## config.mk

```make
export PLATFORM = sky130hd
export DESIGN_NAME = radix_digit_converter
export DESIGN_NICKNAME = d
export VERILOG_FILES = /design/src/design/rdc_pkg.sv /design/src/design/rdc_ram.sv /design/src/design/rdc_datapath.sv /design/src/design/rdc_ctrl.sv /design/src/design/radix_digit_converter.sv
export VERILOG_INCLUDE_DIRS = /design/src /design/src/design
export SDC_FILE = /design/constraint.sdc
export NUM_CORES = 1
export LEC_CHECK = 0
export ABC_AREA = 1
export BUFFER_PORTS_ARGS = -buffer_cell sky130_fd_sc_hd__buf_2
export CORE_MARGIN = 5
export CORE_UTILIZATION = 60
export DETAILED_ROUTE_END_ITERATION = 16
export PLACE_DENSITY = 0.79
export SLEW_MARGIN = 10
export SYNTH_ARGS = -nofsm -noshare
export SYNTH_HDL_FRONTEND = slang
export SYNTH_HIERARCHICAL = 1
export SYNTH_SLANG_ARGS = --single-unit
```

## constraint.sdc

```tcl
create_clock -name clk -period 10.1 [get_ports clk]
set_clock_uncertainty 0.2 [all_clocks]
set_input_delay 2.525 -clock clk [delete_from_list [all_inputs] [get_ports clk]]
set_output_delay 2.525 -clock clk [all_outputs]
set_load 0.005 [all_outputs]
```

## src/design/radix_digit_converter_assert.svh

```systemverilog
// Assertion macros for the radix digit converter.
// Expects clk and rst_n in the scope where a macro is used.
`ifndef RADIX_DIGIT_CONVERTER_ASSERT_SVH
`define RADIX_DIGIT_CONVERTER_ASSERT_SVH

// Same-cycle implication, checked outside reset
`define RDC_ASSERT_IMP(lbl, ante, cons, msg) \
  lbl: assert property (@(posedge clk) disable iff (!rst_n) (ante) |-> (cons)) \
    else $error(msg);

// Next-cycle implication, checked outside reset
`define RDC_ASSERT_NXT(lbl, ante, cons, msg) \
  lbl: assert property (@(posedge clk) disable iff (!rst_n) (ante) |=> (cons)) \
    else $error(msg);

`endif

```

## src/design/rdc_pkg.sv

```systemverilog
// Shared types, constants and helpers for the radix digit converter.
// No dependencies; imported by every module of the block but rdc_ram.
package rdc_pkg;

  // Sizes of the conversion
  localparam int MAX_DIGITS = 64;
  localparam int VALUE_BITS = 63;

  // Field widths
  localparam int VAL_W     = 63;
  localparam int BASE_W    = 5;
  localparam int CHAR_W    = 7;
  localparam int DIGIT_W   = 4;
  localparam int IN_DATA_W = ((VAL_W + BASE_W + 7) / 8) * 8;
  localparam int OUT_DATA_W = ((CHAR_W + 7) / 8) * 8;

  // Derived counter widths
  localparam int CNT_W  = $clog2(MAX_DIGITS + 1);
  localparam int ADDR_W = $clog2(MAX_DIGITS);
  localparam int BIT_W  = $clog2(VALUE_BITS);

  // Radix limits and character bases
  localparam logic [BASE_W-1:0] BASE_MIN  = BASE_W'(2);
  localparam logic [BASE_W-1:0] BASE_MAX  = BASE_W'(16);
  localparam logic [CHAR_W-1:0] CHAR_ZERO = 7'h30;
  localparam logic [CHAR_W-1:0] CHAR_A    = 7'h41;

  typedef enum logic [2:0] {
    ST_IDLE,
    ST_DIV,
    ST_STORE,
    ST_RD,
    ST_LOAD,
    ST_OUT
  } rdc_state_t;

  // Controller to datapath
  typedef struct packed {
    logic load;       // take a new value and base
    logic div_step;   // one restoring division step
    logic store;      // write remainder as next digit
    logic rd;         // read next digit, most significant first
    logic load_digit; // fill output register from read data
    logic load_inv;   // fill output register with invalid result
  } rdc_cmd_t;

  // Datapath to controller
  typedef struct packed {
    logic base_ok;    // offered base lies in 2..16
    logic quo_zero;   // quotient has reached zero
    logic cnt_last;   // store about to fill the last slot
    logic cnt_zero;   // no digits left to emit
  } rdc_status_t;

  // Digit to upper-case ASCII
  function automatic logic [CHAR_W-1:0] char_of(input logic [DIGIT_W-1:0] d);
    logic [CHAR_W-1:0] c;
    if (d < DIGIT_W'(10)) begin
      c = CHAR_ZERO + CHAR_W'(d);
    end else begin
      c = CHAR_A + CHAR_W'(d - DIGIT_W'(10));
    end
    return c;
  endfunction

endpackage

```

## src/design/rdc_ram.sv

```systemverilog
// Generic single-write, single-read RAM with registered read data.
// No dependencies.
module rdc_ram #(
  parameter int WIDTH = 4,
  parameter int DEPTH = 64
) (
  input  logic                     clk,
  input  logic                     we,
  input  logic [$clog2(DEPTH)-1:0] waddr,
  input  logic [WIDTH-1:0]         wdata,
  input  logic                     re,
  input  logic [$clog2(DEPTH)-1:0] raddr,
  output logic [WIDTH-1:0]         rdata
);

  logic [WIDTH-1:0] mem_r [DEPTH];
  logic [WIDTH-1:0] rdata_r;

  // Write port and registered read port
  always_ff @(posedge clk) begin
    if (we) begin
      mem_r[waddr] <= wdata;
    end
    if (re) begin
      rdata_r <= mem_r[raddr];
    end
  end

  assign rdata = rdata_r;

endmodule

```

## src/design/rdc_datapath.sv

```systemverilog
// Datapath: serial restoring divider, digit count, digit RAM, output register.
// Depends on rdc_pkg and rdc_ram.
module rdc_datapath
  import rdc_pkg::*;
(
  input  logic              clk,
  input  logic              rst_n,
  input  rdc_cmd_t          cmd,
  output rdc_status_t       status,
  input  logic [VAL_W-1:0]  in_value,
  input  logic [BASE_W-1:0] in_base,
  output logic [CHAR_W-1:0] out_char,
  output logic              out_last,
  output logic              out_invalid
);

  logic [VALUE_BITS-1:0] val_r, val_nxt;
  logic [BASE_W-1:0]     base_r;
  logic [DIGIT_W-1:0]    rem_r, rem_nxt;
  logic [CNT_W-1:0]      cnt_r, cnt_nxt;
  logic [CHAR_W-1:0]     char_r;
  logic                  last_r;
  logic                  inv_r;
  logic [BASE_W-1:0]     shifted;
  logic [BASE_W-1:0]     diff;
  logic                  q_bit;
  logic [DIGIT_W-1:0]    rd_data;
  logic [ADDR_W-1:0]     rd_addr;

  // One division step: bring in the next dividend bit, subtract if it fits
  always_comb begin
    shifted = {rem_r, val_r[VALUE_BITS-1]};
    diff    = shifted - base_r;
    q_bit   = (shifted >= base_r);
  end

  assign rd_addr = ADDR_W'(cnt_r - CNT_W'(1));

  // Next value of dividend, remainder and digit count
  always_comb begin
    val_nxt = val_r;
    rem_nxt = rem_r;
    cnt_nxt = cnt_r;
    priority if (cmd.load) begin
      val_nxt = in_value[VALUE_BITS-1:0];
      rem_nxt = '0;
      cnt_nxt = '0;
    end else if (cmd.div_step) begin
      val_nxt = {val_r[VALUE_BITS-2:0], q_bit};
      rem_nxt = q_bit ? diff[DIGIT_W-1:0] : shifted[DIGIT_W-1:0];
    end else if (cmd.store) begin
      rem_nxt = '0;
      cnt_nxt = cnt_r + CNT_W'(1);
    end else if (cmd.rd) begin
      cnt_nxt = cnt_r - CNT_W'(1);
    end else begin
      // hold
      cnt_nxt = cnt_r;
    end
  end

  // Count is control state; the rest is payload
  always_ff @(posedge clk) begin
    if (!rst_n) begin
      cnt_r <= '0;
    end else begin
      cnt_r <= cnt_nxt;
    end
  end

  always_ff @(posedge clk) begin
    val_r <= val_nxt;
    rem_r <= rem_nxt;
    if (cmd.load) begin
      base_r <= in_base;
    end
  end

  // Digit store
  rdc_ram #(
    .WIDTH (DIGIT_W),
    .DEPTH (MAX_DIGITS)
  ) u_store (
    .clk   (clk),
    .we    (cmd.store),
    .waddr (cnt_r[ADDR_W-1:0]),
    .wdata (rem_r),
    .re    (cmd.rd),
    .raddr (rd_addr),
    .rdata (rd_data)
  );

  // Output register
  always_ff @(posedge clk) begin
    if (cmd.load_inv) begin
      char_r <= '0;
      last_r <= 1'b1;
      inv_r  <= 1'b1;
    end else if (cmd.load_digit) begin
      char_r <= char_of(rd_data);
      last_r <= (cnt_r == '0);
      inv_r  <= 1'b0;
    end
  end

  assign out_char    = char_r;
  assign out_last    = last_r;
  assign out_invalid = inv_r;

  // Status to controller
  always_comb begin
    status.base_ok  = (in_base >= BASE_MIN) && (in_base <= BASE_MAX);
    status.quo_zero = (val_r == '0);
    status.cnt_last = (cnt_r == CNT_W'(MAX_DIGITS - 1));
    status.cnt_zero = (cnt_r == '0);
  end

endmodule

```

## src/design/rdc_ctrl.sv

```systemverilog
// Controller: sequences division, digit storage and emission.
// Depends on rdc_pkg.
module rdc_ctrl
  import rdc_pkg::*;
(
  input  logic        clk,
  input  logic        rst_n,
  input  logic        in_tvalid,
  output logic        in_tready,
  output logic        out_tvalid,
  input  logic        out_tready,
  input  rdc_status_t status,
  output rdc_cmd_t    cmd
);

  rdc_state_t       state_r, state_nxt;
  logic [BIT_W-1:0] bit_r, bit_nxt;

  // State and bit counter
  always_ff @(posedge clk) begin
    if (!rst_n) begin
      state_r <= ST_IDLE;
      bit_r   <= '0;
    end else begin
      state_r <= state_nxt;
      bit_r   <= bit_nxt;
    end
  end

  // Next state and commands
  always_comb begin
    state_nxt  = state_r;
    bit_nxt    = bit_r;
    cmd        = '0;
    in_tready  = 1'b0;
    out_tvalid = 1'b0;
    unique case (state_r)
      ST_IDLE: begin
        in_tready = 1'b1;
        if (in_tvalid) begin
          if (status.base_ok) begin
            cmd.load  = 1'b1;
            bit_nxt   = BIT_W'(VALUE_BITS - 1);
            state_nxt = ST_DIV;
          end else begin
            cmd.load_inv = 1'b1;
            state_nxt    = ST_OUT;
          end
        end
      end
      ST_DIV: begin
        cmd.div_step = 1'b1;
        bit_nxt      = bit_r - BIT_W'(1);
        if (bit_r == '0) begin
          state_nxt = ST_STORE;
        end
      end
      ST_STORE: begin
        cmd.store = 1'b1;
        if (status.quo_zero || status.cnt_last) begin
          state_nxt = ST_RD;
        end else begin
          bit_nxt   = BIT_W'(VALUE_BITS - 1);
          state_nxt = ST_DIV;
        end
      end
      ST_RD: begin
        cmd.rd    = 1'b1;
        state_nxt = ST_LOAD;
      end
      ST_LOAD: begin
        cmd.load_digit = 1'b1;
        state_nxt      = ST_OUT;
      end
      ST_OUT: begin
        out_tvalid = 1'b1;
        if (out_tready) begin
          state_nxt = status.cnt_zero ? ST_IDLE : ST_RD;
        end
      end
      default: begin
        state_nxt = ST_IDLE;
      end
    endcase
  end

endmodule

```

## src/design/radix_digit_converter.sv

```systemverilog
// Channel | dir | handshake             | payload
// in_     | in  | in_tvalid/in_tready   | tdata: value[62:0], base[67:63]
// out_    | out | out_tvalid/out_tready | tdata: digit_char[6:0]; tlast; tuser: invalid
//
// One item at a time. For each digit a one-bit-per-cycle restoring divider runs
// VALUE_BITS steps, then the remainder goes to the digit RAM. Each digit is emitted
// by a RAM read, an output load and the beat, which waits for out_tready; a bad
// base skips division and goes straight to a single invalid beat.
// Reset is synchronous on rst_n and returns the controller to idle; digit RAM is
// not cleared. A stalled output beat holds everything until taken.
// Top level of the radix digit converter; depends on rdc_pkg, rdc_ctrl,
// rdc_datapath, rdc_ram and radix_digit_converter_assert.svh.
`include "radix_digit_converter_assert.svh"

module radix_digit_converter
  import rdc_pkg::*;
(
  input  logic                  clk,
  input  logic                  rst_n,
  input  logic                  in_tvalid,
  output logic                  in_tready,
  input  logic [IN_DATA_W-1:0]  in_tdata,   // value[62:0], base[67:63], zero pad
  output logic                  out_tvalid,
  input  logic                  out_tready,
  output logic [OUT_DATA_W-1:0] out_tdata,  // digit_char[6:0], zero pad
  output logic                  out_tlast,
  output logic                  out_tuser   // invalid
);

  rdc_cmd_t          cmd;
  rdc_status_t       status;
  logic [CHAR_W-1:0] digit_char;
  logic              bad_in_beat;

  rdc_ctrl u_ctrl (
    .clk        (clk),
    .rst_n      (rst_n),
    .in_tvalid  (in_tvalid),
    .in_tready  (in_tready),
    .out_tvalid (out_tvalid),
    .out_tready (out_tready),
    .status     (status),
    .cmd        (cmd)
  );

  rdc_datapath u_dp (
    .clk         (clk),
    .rst_n       (rst_n),
    .cmd         (cmd),
    .status      (status),
    .in_value    (in_tdata[VAL_W-1:0]),
    .in_base     (in_tdata[VAL_W+BASE_W-1:VAL_W]),
    .out_char    (digit_char),
    .out_last    (out_tlast),
    .out_invalid (out_tuser)
  );

  assign out_tdata = OUT_DATA_W'(digit_char);

  // Input beat whose base lies outside 2..16
  assign bad_in_beat = in_tvalid && in_tready && !status.base_ok;

  // Checks
  `RDC_ASSERT_IMP(a_no_overlap, out_tvalid, !in_tready, "input taken while a beat waits")
  `RDC_ASSERT_IMP(a_inv_last, out_tvalid && out_tuser, out_tlast, "invalid beat not last")
  `RDC_ASSERT_NXT(a_bad_base, bad_in_beat, out_tvalid && out_tuser, "bad base not flagged")
  `RDC_ASSERT_IMP(a_rd_nonempty, cmd.rd, !status.cnt_zero, "digit read with empty store")

endmodule

```

==> impl_metrics.ini, run 1 <==
[run_status]
status = finished clean

[floorplan]
core_region_area_sq_mm = 0.0261
io_pins = 88
die_area_sq_mm = 0.0299
die_h_um = 173
start_util_pct = 61.1
die_x_um = 173
rows = 59

[logic_synthesis]
synth_top_cell_by_area = edfxtp_1
synth-compound-area-share_pct = 1.78
synth_cell_types = 37
yosysWarnings = 6
synthAdderAreaFrac_pct = 1.23
synth_edf_count = 328
synthXorXnorAreaFrac_pct = 0.495
avgSynthCellArea_sq_um = 10.2
ys_seq_area_share_pct = 65.5
ys_seq_elements = 357
ys.flop_type = edfxtp_1
synth-simple-area-share_pct = 26.1
yosys-top-cells-area = edfxtp_1, nand2_1, nand3_1
synth_top_family_by_area = simple AND/OR/NAND/NOR gates
ys_async_sr_fraction_pct = 0
synthesis.area_sq_mm = 0.0159
synthesis.nets = 1651
synth_top_area_share_pct = 61.9
synth_cells = 1560
muxShareOfSynthArea_pct = 0

[power_and_ir_drop]
cellPowerDensity_mw_per_mm2 = 280
vdd.ir_drop.worst_mv = 0.222
leakage_nw = 6.88
p_int_mw = 3.21
p_seq_share_pct = 42.9
power.switching_mw = 1.69
clock_power_share_pct = 27.3
combPwrFrac_pct = 29.8
sw_frac_of_total_pct = 34.6

[sta]
rsz0062_at_grt = false
whs_ps = 242
fin_tns_setup_ps = 0
fmax_ghz = 0.204
period_minus_slack_ps = 4890
setup_violations = 0
slew_headroom_pct = 20.0
slew_violations = 0
worst_pin_slew_ps = 1200
hold_viol = 0
fin_crit_sh_pct = 48.5

[worst_setup_path]
rr_worst_depth = 12
crit_family = buffers and inverters
worst-path-max-fanout = 73
worst-r2r-setup-slack_ps = 5500
crit_required_ps = 10030
r2r-start = u_dp/cnt_r[0]
arrival_ps = 4820
slowest_stage = buf_4
crit_buf_inv = 4
max_stage_delay_ps = 600
cp-start-kind = input pin
cp-end-kind = flop
critPathKind = in2reg
critPathMostFrequentCell = buf_4
r2r-end = u_dp/u_store/rdata[1]
critical_path.cell_chain = buf_2 -> nor3_1 -> nand3b_1 -> o21ai_0 -> inv_1 -> nor3_2 -> buf_4 -> or2_2 -> buf_4

[min_path]
hp-class = reg2reg
worstHoldEndpoint = u_dp/out_invalid
hold_path_startpoint = u_dp/out_invalid
hold_depth = 2

[cts]
cts_resized = 0
clock_sinks = 357
clk_pin_slew_ps = 60
post_cts_buffers = 0
cts-htree-levels = 2
cts_root_buffer = clkbuf_16
cts_tree = built
clk_path_buf_depth = 3
clock_latency_ps = 520
cts_hold_buf = 0
cts_inserted_buffers = 36

[cells_and_area]
nets = 1709
nFillCells = 1953
n_antenna_cell = 0
syn2layout_area_growth_pct = 10.1
drive_above_1_share_pct = 10.5

[place]
place.gp.congestion = 0.825
numPortBuffers = 82
dp_hpwl_um = 20200

[global_route]
first_global_vias = 10680
grt_start_max_net_pins = 97
grt.total_usage_pct = 22.2
antenna_found_initial = 0
grt_pass1_wl_um = 54500
grt_overflow = 0

[detailed_routing]
vias = 11352
drc_errors = 0
wl_um = 34500
viasPerCell = 5.74
antenna_left = 0
dr.pass1.iters = 6
drt_iter0_markers = 1155
wire_per_inst_um = 17.5

[flow_run]
drv_cap = 0
==> sequential cells by signal, indices dropped and copies added (netlist names), 4 cells and up <==
signal              cells
u_dp/val_r             63
u_dp/rem_r              4
u_dp/u_store/rdata      4
u_dp/base_r             5
u_dp/cnt_r              7
u_dp/out_char           7
u_ctrl/bit_r            6
u_dp/u_store/mem_r    256
==> cells in the final DEF, fill, tap and decap left out, types with 23 or more instances in the layout <==
master	count
buf_2	82
nand2_1	590
inv_1	60
a21oi_1	27
nand3_1	254
dfxtp_1	25
nor4_1	23
edfxtp_1	328
nor2_1	85
clkbuf_16	37
==> synthesized netlist by cell type, types with 2 or more instances <==
library cell / n
inv_2: 5
inv_1: 63
nor2_2: 5
o21ai_1: 2
a21oi_1: 27
clkbuf_1: 15
ha_1: 14
nand2_1: 590
nor3_1: 7
buf_2: 27
xor2_1: 7
dfxtp_1: 29
nor2_1: 85
buf_4: 8
buf_1: 2
nand3_1: 254
o211ai_1: 2
o21ai_0: 12
nand4_1: 13
buf_6: 23
nand3_2: 2
nor4_1: 23
xnor2_1: 2
edfxtp_1: 328
a31oi_1: 2
nand3b_1: 2
==> logic make-up after synthesis <==
group / Yosys count
simple gates: 984
compound gates: 51
fa+ha+maj: 15
other cells: 1
buf+inv: 143
flops: 357
xor+xnor: 9
==> area by class of cell <==
class                   count  area [sq um]  area share (%)
flip-flops and latches    357         10400            59.5
clock buffers              42           955            5.45
repair buffers             95           508            2.90
well taps                 335           419            2.39
clock inverters            20           224            1.28
multi-input cells        1060          4730            27.0
inverters                  68           258            1.47
==> power by group through the flow <==
stage          Sequential [mW]  Clock (mW)  Combinational (mW)
2_1_floorplan             2.15           0                1.00
3_3_place_gp              2.12           0                1.39
3_5_place_dp              2.13           0                1.43
4_1_cts                   2.10        1.36                1.44
5_1_grt                   2.12        1.42                1.61
6_report                  2.10        1.34                1.46
==> metrics by stage <==
| stage | cells | setup WS [ps] | instance area (sq um) | total power [mW] | utilization, % |
|---|---|---|---|---|---|
| 2_1_floorplan | 1560 | 4810 | 15900 | 3.15 | - |
| 3_3_place_gp | 1915 | 4720 | 16300 | 3.51 | 62.7 |
| 3_5_place_dp | 1915 | 4660 | 16300 | 3.56 | 62.7 |
| 4_1_cts | 1977 | 5190 | 17500 | 4.90 | 67.3 |
| 5_1_grt | 1977 | 4990 | 17500 | 5.15 | 67.3 |
| 6_report | 1977 | 5210 | 17500 | 4.90 | 67.3 |
==> worst max path at each step <==
stage / from / end / depth (start not counted)
5_1_grt: in_tdata[64] / u_dp/val_r[24] / 9
3_5_place_dp: in_tdata[64] / u_dp/val_r[24] / 9
3_3_place_gp: in_tdata[64] / u_dp/val_r[22] / 9
2_1_floorplan: in_tdata[64] / u_dp/val_r[0] / 8
6_report: in_tdata[64] / u_dp/val_r[21] / 9
4_1_cts: in_tdata[64] / u_dp/val_r[17] / 9
==> metal layers <==
metal  track usage (%)  up-vias  share of wire, %
met5                 0        -                 0
met4              6.22        0               2.4
met3              3.23       73               9.0
met2              36.8      527                48
met1              31.1     5304                40
li1                  -     5448                 -
==> worst reg2reg max path, cell delays in order, from the launching register on <==
cell      delay, ps
dfxtp_1         630
clkinv_2        610
ha_1            560
inv_2            30
buf_4           350
inv_2           970
nand3_1         260
nand3_1         130
nand2_1         100
nand2_1          70
nand3_1         130
nand3_1         180
nand2_1         110
(Power assumes the default switching activity.)
==> run 2, diff against run 1 <==
CORE_UTILIZATION = 55   (was 60)
PLACE_DENSITY = 0.76   (was 0.79)
clock period = 4.25 ns   (was 10.1 ns; I/O delays follow)
==> impl_metrics.ini, run 2 (synthesis results as in run 1) <==
[run_status]
status = finished clean

[flow_run]
drv_cap = 0

[sta]
fmax_ghz = 0.304
slew_headroom_pct = 22.2
setup_violations = 0
whs_ps = 240
slew_violations = 0
worst_pin_slew_ps = 1160
hold_viol = 0
rsz0062_at_grt = false
fin_tns_setup_ps = 0
period_minus_slack_ps = 3290
fin_crit_sh_pct = 77.4

[cells_and_area]
n_antenna_cell = 0
reg_top3 = u_dp/u_store/mem_r: 256 flops, u_dp/val_r: 63 flops
final_common_cell = nand2_1
largest_reg_flops = 256
largest-register = u_dp/u_store/mem_r
syn2layout_area_growth_pct = 10.5
post-route-util_pct = 61.4
drive_above_1_share_pct = 10.4
nets = 1714
layout_common_cells = nand2_1, edfxtp_1, nand3_1, nor2_1, buf_2

[global_route]
grt_pass1_wl_um = 55100
grt_overflow = 0
grt.total_usage_pct = 20.7
grt_start_max_net_pins = 129
first_global_vias = 10799
antenna_found_initial = 0

[worst_setup_path]
crit_required_ps = 4290
worst-path-max-fanout = 34
slowest_stage = dfxtp_1
rr_worst_depth = 12
cp-end-kind = flop
arrival_ps = 3330
max_stage_delay_ps = 630
cp-start-kind = flop
critical_path.cell_chain = clkinv_2 -> ha_1 -> inv_2 -> inv_2 -> buf_4 -> nand3_1 -> nand3_1 -> nand2_1 -> nand2_1 -> nand3_1 -> nand3_1 -> nand2_1
critPathMostFrequentCell = nand3_1
critPathKind = reg2reg

[floorplan]
die_area_sq_mm = 0.0324
start_util_pct = 55.6
die_h_um = 180
die_x_um = 180
rows = 62
io_pins = 88
core_region_area_sq_mm = 0.0286

[detailed_routing]
viasPerCell = 5.52
wl_um = 34300
wl_met2_um = 16300
maxUsedRoutingLayer = met4
wl_met3_um = 2860
vias = 11214
wire_per_inst_um = 16.9
antenna_left = 0
dr.pass1.iters = 5
drc_errors = 0
drt_iter0_markers = 1099
routedLengthMet1_um = 14100

[min_path]
hold_depth = 2
hp-class = reg2reg

[cts]
clock_sinks = 357
cts_hold_buf = 0
post_cts_buffers = 0
cts-htree-levels = 2
cts_resized = 0
cts_root_buffer = clkbuf_16
clk_pin_slew_ps = 60
cts_tree = built
cts_inserted_buffers = 37
clk_path_buf_depth = 3
clock_latency_ps = 500

[power_and_ir_drop]
vdd.ir_drop.worst_mv = 0.404
cellPowerDensity_mw_per_mm2 = 654
leakage_nw = 6.87

[place]
place.gp.congestion = 0.850
numPortBuffers = 82
dp_hpwl_um = 20600
-- run 2: cell types whose count changed in the layout (fill, tap and decap cells not counted) --
| cell | previous run | this run |
|---|---|---|
| clkinvlp_4 | 1 | 2 |
| clkbuf_8 | 1 | 0 |
| inv_6 | 0 | 1 |
| buf_12 | 0 | 2 |
| bufinv_16 | 5 | 3 |
| clkinv_4 | 1 | 0 |
| clkbuf_1 | 4 | 8 |
| buf_4 | 13 | 15 |
| clkinv_2 | 9 | 6 |
| clkinv_1 | 7 | 10 |
-- run 2: final timing paths --
path / start / endpoint / slack [ps]
worst max-delay path: u_dp/cnt_r[0] / u_dp/u_store/rdata[1] / 960
worst min-delay path: u_dp/out_invalid / u_dp/out_invalid / 240
worst max register to register: u_dp/cnt_r[0] / u_dp/u_store/rdata[1] / 960
worst min register to register: u_dp/out_invalid / u_dp/out_invalid / 240
-- run 2: critical path, delay by kind of cell, from the launching register on --
kind	cells	cell delay [ps]
fa+ha+maj	1	370
buf+inv	4	1080
flops	1	630
simple gates	7	740
-- run 2: cell type report --
cell class	count	area, sq um
multi-input cells	1060	4730
repair buffers	99	563
clock inverters	19	168
clock buffers	45	956
fillers	2251	11000
well taps	384	480
flip-flops and latches	357	10400
inverters	68	258
-- run 2: through the flow --
stage               cell area [sq um]  worst slack, ps  cells  power (mW)
floorplan                       15900              420   1560        7.48
global placement                16500             1060   1968        8.40
detailed placement              16500             1010   1968        8.49
CTS                             17600              975   2032        11.5
global route                    17600              725   2032        12.2
finish                          17600              962   2032        11.5
-- run 2: per-layer routing --
metal | GRT usage (%) | vias to the layer above
li1 | - | 5447
met1 | 28.0 | 5248
met2 | 34.1 | 434
met3 | 4.16 | 85
met4 | 6.65 | 0
met5 | 0 | -
-- run 2: power breakdown --
group	leakage, nW	total [mW]	switching, mW	internal [mW]
sequential	3.27	4.98	0.268	4.71
clock	0.542	3.03	1.25	1.78
combinational	3.06	3.49	2.47	1.02
==> run 3, diff against run 2 <==
clock period = 2.7 ns   (was 4.25 ns; I/O delays follow)
==> impl_metrics.ini, run 3 (synthesis results as in run 1) <==
[cts]
cts_inserted_buffers = 37
cts_tree = built
clk_pin_slew_ps = 60
post_cts_buffers = 0
cts_hold_buf = 0
clk_path_buf_depth = 3
clock_sinks = 357
cts-htree-levels = 2
cts_resized = 0
cts_root_buffer = clkbuf_16
clock_latency_ps = 500

[place]
dp.cells = 2001
place.gp.congestion = 0.834
dp_hpwl_um = 21700
numPortBuffers = 82

[worst_setup_path]
critPathKind = reg2reg
critPathMostFrequentCell = nand3_1
critical_path.cell_chain = clkinv_2 -> ha_1 -> inv_2 -> buf_4 -> nand3_1 -> nand3_1 -> nand2_1 -> nand2_1 -> nand3_1 -> nand3_1 -> nand2_1
cp-start-kind = flop
slowest_stage = buf_4
worst-r2r-setup-slack_ps = 130
arrival_ps = 2620
worst-path-max-fanout = 32
cp-end-kind = flop
crit_required_ps = 2750
max_stage_delay_ps = 370
rr_worst_depth = 11

[cells_and_area]
reg_top3 = u_dp/u_store/mem_r: 256 flops, u_dp/val_r: 63 flops
layout_common_cells = nand2_1, edfxtp_1, nand3_1, nor2_1, buf_2
drive_above_1_share_pct = 12.3
largest_reg_flops = 256
nets = 1747
syn2layout_area_growth_pct = 12.6
layout.cells.non_filler = 2062
n_antenna_cell = 0
largest-register = u_dp/u_store/mem_r
final_common_cell = nand2_1

[detailed_routing]
wl_um = 34600
vias = 11400
dr.pass1.iters = 8
antenna_left = 0
drc_errors = 0
viasPerCell = 5.53
drt_iter0_markers = 942
wire_per_inst_um = 16.8

[global_route]
antenna_found_initial = 1
grt_overflow = 0
grt_pass1_wl_um = 55600
grt_start_max_net_pins = 90
first_global_vias = 11057
grt.total_usage_pct = 20.8

[power_and_ir_drop]
leakage_nw = 7.07
combPwrFrac_pct = 31.2
vdd.ir_drop.worst_mv = 0.748
power.switching_mw = 6.23
p_total_mw = 18.2
p_seq_share_pct = 42.9
clock_power_share_pct = 25.9
sw_frac_of_total_pct = 34.2
p_int_mw = 12.0
cellPowerDensity_mw_per_mm2 = 1020

[floorplan]
rows = 62
die_x_um = 180
start_util_pct = 55.6
die_area_sq_mm = 0.0324
io_pins = 88
die_h_um = 180
core_region_area_sq_mm = 0.0286

[sta]
slew_headroom_pct = 38.5
setup_violations = 0
slew_violations = 0
hold_viol = 0
period_minus_slack_ps = 2570
fmax_ghz = 0.388
fin_tns_setup_ps = 0
fin_crit_sh_pct = 95.4
whs_ps = 171
worst_pin_slew_ps = 923
rsz0062_at_grt = false

[flow_run]
drv_cap = 0

[run_status]
status = finished clean

[min_path]
hold_depth = 1
hp-class = in2reg
run 3: cell types whose count changed in the layout (fill, tap and decap cells not counted), sizes merged:
cell | previous run | this run
inv | 66 | 65
clkinv | 16 | 18
clkbuf | 45 | 43
buf | 99 | 132
clkinvlp | 2 | 0
run 3: stage by stage:
stage,worst slack [ps],area (sq um),util (%)
4_1_cts,189,17900,62.6
5_1_grt,11.1,17900,62.6
6_report,125,17900,62.6
3_3_place_gp,30.7,16800,58.8
3_5_place_dp,-12.9,16800,58.8
2_1_floorplan,-20.1,16000,-
run 3: final timing paths:
check	from	to
min	in_tdata[63]	u_dp/base_r[0]
max	u_dp/cnt_r[0]	u_dp/u_store/rdata[0]
max reg2reg	u_dp/cnt_r[0]	u_dp/u_store/rdata[0]
min reg2reg	u_dp/out_invalid	u_dp/out_invalid
run 3: power groups by stage:
stage | Clock (mW) | Combinational (mW) | Sequential (mW)
floorplan | 0 | 3.77 | 8.02
global placement | 0 | 5.47 | 7.92
detailed placement | 0 | 5.62 | 7.94
CTS | 4.80 | 5.66 | 7.83
global route | 5.04 | 6.35 | 7.92
finish | 4.72 | 5.69 | 7.84
run 3: layout make-up:
cell class	count	area [sq um]
clock buffers	43	948
repair buffers	132	898
clock inverters	18	160
multi-input cells	1060	4750
inverters	68	258
flip-flops and latches	357	10400
fillers	2240	10700
well taps	384	480
run 3: layer usage:
layer / vias up / wire (um) / global-route usage [%]
met4: 2 / 914 / 6.08
met5: - / 7 / 0
met2: 465 / 16500 / 35.3
li1: 5521 / - / -
met3: 70 / 2670 / 3.71
met1: 5342 / 14500 / 27.8
run 3: worst max-delay path: cells and delay by family, from the launching register on:
family / cells / cell delay (ps)
DFF: 1 / 340
and+or+nand+nor: 7 / 730
buffers and inverters: 3 / 660
adders and majority gates: 1 / 360
